--- config.mk ---
export PLATFORM = sky130hd
export DESIGN_NAME = rvn_ctrl
export DESIGN_NICKNAME = d
export VERILOG_FILES = /design/src/sv/rvn_pkg.sv /design/src/sv/rvn_ctrl.sv
export SDC_FILE = /design/constraint.sdc
export NUM_CORES = 1
export LEC_CHECK = 0
export ABC_AREA = 1
export BUFFER_PORTS_ARGS = -buffer_cell sky130_fd_sc_hd__buf_2
export CORE_AREA = 2 2 39 41
export DETAILED_ROUTE_END_ITERATION = 8
export DIE_AREA = 0 0 41 43
export PLACE_DENSITY = 0.66
export SETUP_SLACK_MARGIN = 0.4
export SYNTH_ARGS = -nofsm -noshare
export SYNTH_HDL_FRONTEND = slang
export SYNTH_SLANG_ARGS = --single-unit
--- constraint.sdc ---
create_clock -name clk -period 3 [get_ports clk]
set_input_delay 0.75 -clock clk [delete_from_list [all_inputs] [get_ports clk]]
set_output_delay 0.75 -clock clk [all_outputs]
set_load 0.01 [all_outputs]
--- src/sv/rvn_pkg.sv ---
// shared types and constants for the rms vector normalizer
`timescale 1ns / 1ps
package rvn_pkg;

  localparam int unsigned MaxLengthDefault = 256;

  typedef struct packed {
    logic               command;
    logic signed [15:0] element_value;
    logic signed [15:0] gain_value;
  } in_item_t;

  typedef struct packed {
    logic signed [15:0] normalized_value;
    logic [7:0]         element_index;
    logic               last_flag;
    logic               error_flag;
  } out_item_t;

  localparam logic CmdLoad = 1'b0;
  localparam logic CmdEmit = 1'b1;

  typedef enum logic [3:0] {
    ST_IDLE,
    ST_LOAD,
    ST_DIV_MEAN,
    ST_SET_M,
    ST_RECIP_INIT,
    ST_DIV_RECIP,
    ST_SQRT,
    ST_SET_SCALE,
    ST_READ,
    ST_MUL1,
    ST_MUL2,
    ST_EMIT_OUT,
    ST_ERR_OUT
  } state_t;

  typedef struct packed {
    logic latch_in;
    logic do_load;
    logic div_mean_init;
    logic set_m;
    logic recip_init;
    logic sqrt_init;
    logic step_div;
    logic step_sqrt;
    logic set_scale;
    logic mem_rd;
    logic mul1;
    logic mul2;
    logic emit_out;
    logic err_out;
  } dp_cmd_t;

  typedef struct packed {
    logic load_full;
    logic emit_bad;
    logic scale_ready;
    logic iter_last;
    logic m_zero;
    logic out_free;
  } dp_stat_t;

endpackage

--- src/sv/rvn_ctrl.sv ---
// sequencing state machine for load, scale computation and emit
`timescale 1ns / 1ps
module rvn_ctrl (
  input  logic              clk,
  input  logic              rst_n,
  input  logic              in_valid,
  input  logic              in_cmd,
  output logic              in_stall,
  input  rvn_pkg::dp_stat_t stat,
  output rvn_pkg::dp_cmd_t  cmd
);

  rvn_pkg::state_t state_r, state_nxt;

  always_ff @(posedge clk) begin
    if (!rst_n) begin
      state_r <= rvn_pkg::ST_IDLE;
    end else begin
      state_r <= state_nxt;
    end
  end

  always_comb begin
    state_nxt = state_r;
    cmd       = '0;
    in_stall  = 1'b1;
    unique case (state_r)
      rvn_pkg::ST_IDLE: begin
        in_stall = 1'b0;
        if (in_valid) begin
          cmd.latch_in = 1'b1;
          if (in_cmd == rvn_pkg::CmdLoad) begin
            state_nxt = stat.load_full ? rvn_pkg::ST_ERR_OUT : rvn_pkg::ST_LOAD;
          end else if (stat.emit_bad) begin
            state_nxt = rvn_pkg::ST_ERR_OUT;
          end else if (stat.scale_ready) begin
            state_nxt = rvn_pkg::ST_READ;
          end else begin
            cmd.div_mean_init = 1'b1;
            state_nxt = rvn_pkg::ST_DIV_MEAN;
          end
        end
      end
      rvn_pkg::ST_LOAD: begin
        cmd.do_load = 1'b1;
        state_nxt = rvn_pkg::ST_IDLE;
      end
      rvn_pkg::ST_DIV_MEAN: begin
        cmd.step_div = 1'b1;
        if (stat.iter_last) state_nxt = rvn_pkg::ST_SET_M;
      end
      rvn_pkg::ST_SET_M: begin
        cmd.set_m = 1'b1;
        state_nxt = rvn_pkg::ST_RECIP_INIT;
      end
      rvn_pkg::ST_RECIP_INIT: begin
        if (stat.m_zero) begin
          cmd.set_scale = 1'b1;
          state_nxt = rvn_pkg::ST_READ;
        end else begin
          cmd.recip_init = 1'b1;
          state_nxt = rvn_pkg::ST_DIV_RECIP;
        end
      end
      rvn_pkg::ST_DIV_RECIP: begin
        cmd.step_div = 1'b1;
        if (stat.iter_last) begin
          state_nxt = rvn_pkg::ST_SQRT;
        end
      end
      rvn_pkg::ST_SQRT: begin
        cmd.step_sqrt = 1'b1;
        if (stat.iter_last) state_nxt = rvn_pkg::ST_SET_SCALE;
      end
      rvn_pkg::ST_SET_SCALE: begin
        cmd.set_scale = 1'b1;
        state_nxt = rvn_pkg::ST_READ;
      end
      rvn_pkg::ST_READ: begin
        cmd.mem_rd = 1'b1;
        state_nxt = rvn_pkg::ST_MUL1;
      end
      rvn_pkg::ST_MUL1: begin
        cmd.mul1 = 1'b1;
        state_nxt = rvn_pkg::ST_MUL2;
      end
      rvn_pkg::ST_MUL2: begin
        cmd.mul2 = 1'b1;
        state_nxt = rvn_pkg::ST_EMIT_OUT;
      end
      rvn_pkg::ST_EMIT_OUT: begin
        if (stat.out_free) begin
          cmd.emit_out = 1'b1;
          state_nxt = rvn_pkg::ST_IDLE;
        end
      end
      rvn_pkg::ST_ERR_OUT: begin
        if (stat.out_free) begin
          cmd.err_out = 1'b1;
          state_nxt = rvn_pkg::ST_IDLE;
        end
      end
      default: state_nxt = rvn_pkg::ST_IDLE;
    endcase
    // the last divide step hands straight over to the root
    if (state_r == rvn_pkg::ST_DIV_RECIP && stat.iter_last) cmd.sqrt_init = 1'b1;
  end

endmodule

==> results by group <==
Power and ir drop
  – Clk pwr share: 10.1%
  – Switching power: 0.337 mW
  – Max IR drop VDD: 0.000515 V
  – Reg power frac: 18.6%
  – Combinational Power Share: 71.3%
  – Sw frac: 53.6%
  – PD cells: 986 nW/um2
  – Final Power: 0.628 mW
  – Pint: 0.291 mW
  – Pleak: 0.408 nW

CTS
  – CTS Hold Buffers Added: 0
  – Clk slew on worst S/H paths: 0.03 ns
  – # clock sinks: 4
  – Longest Clk Path Bufs: 2
  – Worst skew pair latency: 0.23 ns
  – Htree depth: 1
  – CTS buffer count: 3
  – Post-CTS setup buffer count: 0
  – TritonCTS clock tree: done
  – Clock Tree Root: clkbuf_4
  – Post-cts resize count: 0

Critical path
  – R2R setup slack: 1.75 ns
  – WS Path Type: reg2out
  – Setup crit end: cmd[11]
  – Reg2Reg Depth: 7
  – Crit path top cell by count: nor2_1
  – Reg-to-reg startpoint: state_r[2]
  – CP arrival: 1.35 ns
  – CP max stage cell: dfxtp_1
  – Crit start category: register
  – Critical Path End Type: primary output
  – CP required: 2.25 ns
  – Reg-to-Reg End: state_r[1]
  – Crit path launch: state_r[2]
  – CP peak stage delay: 0.35 ns
  – Critical Path, Cell by Cell: nor2_1 > nand2_2 > inv_2 > nand3_1 > nor2_1 > buf_2
  – Crit Path Max Fanout: 6

Synthesis
  – Syn Std Cell Area: 474 um2
  – Synth Register Bits: 4
  – Cell taking the most area after synthesis: dfxtp_1
  – Ys flop type: dfxtp_1
  – Syn Area/Cell: 5.33 um2
  – Yosys warning count: 0
  – Library cells used by synthesis: 17
  – Post-synth EDFFs: 0
  – Synthesized instance count: 89
  – Synth async-reset ratio: 0%
  – Synth area leaders: dfxtp_1 (17%), nand2_1 (17%), nor2_1 (13%)
  – Seq/Total Area, Yosys: 16.9%
  – Most common library cells after synthesis: nand2_1 (21), nor2_1 (16), inv_1 (12)
  – Post-synth top area share: 16.9%
  – Net Count, Synth: 99
  – Cell with the most instances after synthesis: nand2_1

Run
  – Max-cap violation count: 0

Cells and area
  – Sequential Area: 80.1 um2
  – Share of layout cells above drive strength 1: 37.9%
  – Reg with most FFs: state_r
  – Biggest regs: state_r: 4 flops
  – Largest register FFs: 4
  – Layout net count: 128
  – Syn-to-layout area delta: 34.3%
  – # fillers: 162
  – Area of the multi-input gates: 330 um2
  – ANT cells: 0

Route
  – DRT antenna net count: 0
  – Vias per cell: 4.54
  – DRC: 0
  – Wire per inst: 8.73 um
  – Via count: 599
  – Drt total wl: 1150 um
  – Pre-antenna DRT Iters: 4
  – Initial detailed-routing violation count: 10

Global route
  – Largest net degree at the start of global routing: 8
  – First-pass GRT wire length: 1970 um
  – Grt ovf: 0
  – Tot GR Track Use: 15.6%
  – Antenna violations before repair: 0
  – Vias in the first global route: 562

Timing
  – Max_slew headroom: 83.1%
  – Clock Skew: 0.00177 ns
  – Finish-stage setup viols: 0
  – Highest clock rate: 475 MHz
  – Slew Viols, Final: 0
  – Setup TNS: 0 ns
  – Worst-margin pin slew: 0.253 ns
  – Crit share post-route: 70.1%
  – RSZ-0062 raised after global routing: false
  – Final hold vios: 0
  – Final min period: 2.10 ns

Floorplan
  – Die H: 43 um
  – I/O Pins: 25
  – Die area: 1760 um2
  – Placeable Area: 1380 um2
  – Die width: 41 um
  – FP Rows: 14
  – Initial core utilization: 34.3%

Placed design
  – Gpl congestion: 0.753
  – Post-DP HPWL: 1000 um
  – IO Port Bufs: 24

Status
  – Status: finished, final reports clean

Min path
  – Hold Path Class: reg2reg
  – Worst Hold Depth: 2
[metrics by stage]
step,cells,area (um2),utilization [%],setup slack (ns),hold WS [ns]
2_1_floorplan,89,474,-,1.12,0.506
3_3_place_gp,129,614,44.4,0.961,0.544
3_5_place_dp,129,614,44.4,0.909,0.541
4_1_cts,132,637,46.0,0.866,0.545
5_1_grt,132,637,46.0,0.756,0.587
6_report,132,637,46.0,0.896,0.545
[cells in the final DEF, fill, tap and decap left out]
cell and n:
buf_2 24, nand2_1 21, nor2_1 16, inv_1 12
nand3_1 8, nand2_2 7, inv_2 5, a21oi_1 4
dfxtp_1 4, clkbuf_4 3, nor2_2 2, nand3b_1 2
o21ai_0 2, nor2_4 1, o21a_1 1, or2_1 1
or2_0 1, nand3_2 1, a21oi_2 1
[kinds of logic after synthesis]
logic type / Yosys count / share of synthesized area (%)
AO/OA/AOI/OAI: 8 / 9.76
buffers and inverters: 17 / 13.5
flip-flops: 4 / 16.9
AND/OR/NAND/NOR: 60 / 59.9
[critical path: cells and delay by family, from the launching register on]
| kind | cells | cell delay [ns] |
|---|---|---|
| and+or+nand+nor | 4 | 0.56 |
| DFF | 1 | 0.35 |
| buffers and inverters | 2 | 0.22 |
[area by class of cell]
| class | instances | share of cell area (%) |
|---|---|---|
| well taps | 16 | 3.14 |
| inverters | 17 | 10.0 |
| repair buffers | 24 | 18.9 |
| clock buffers | 3 | 3.54 |
| flip-flops and latches | 4 | 12.6 |
| multi-input cells | 68 | 51.9 |
[routing by layer]
metal  global-route usage [%]  up-vias  share of wire, %
met5                        0        -                 0
met4                     6.00        0                 0
met3                     1.57        0               4.9
met2                     28.1       15                50
met1                     17.2      257                44
li1                         -      327                 -
[how the worst min path moves through the flow]
| stage | startpoint | end |
|---|---|---|
| floorplan | state_r[2] | state_r[2] |
| global placement | state_r[2] | state_r[2] |
| detailed placement | state_r[2] | state_r[2] |
| CTS | state_r[2] | state_r[2] |
| global route | state_r[2] | state_r[2] |
| finish | state_r[2] | state_r[2] |
[power groups by stage]
stage	logic [mW]	registers, mW	clock network, mW
2_1_floorplan	0.341	0.110	0
3_5_place_dp	0.453	0.117	0
6_report	0.448	0.117	0.0635
5_1_grt	0.520	0.121	0.0702
4_1_cts	0.456	0.116	0.0675
3_3_place_gp	0.453	0.118	0
Note: power is estimated with default switching activity, not from simulation.
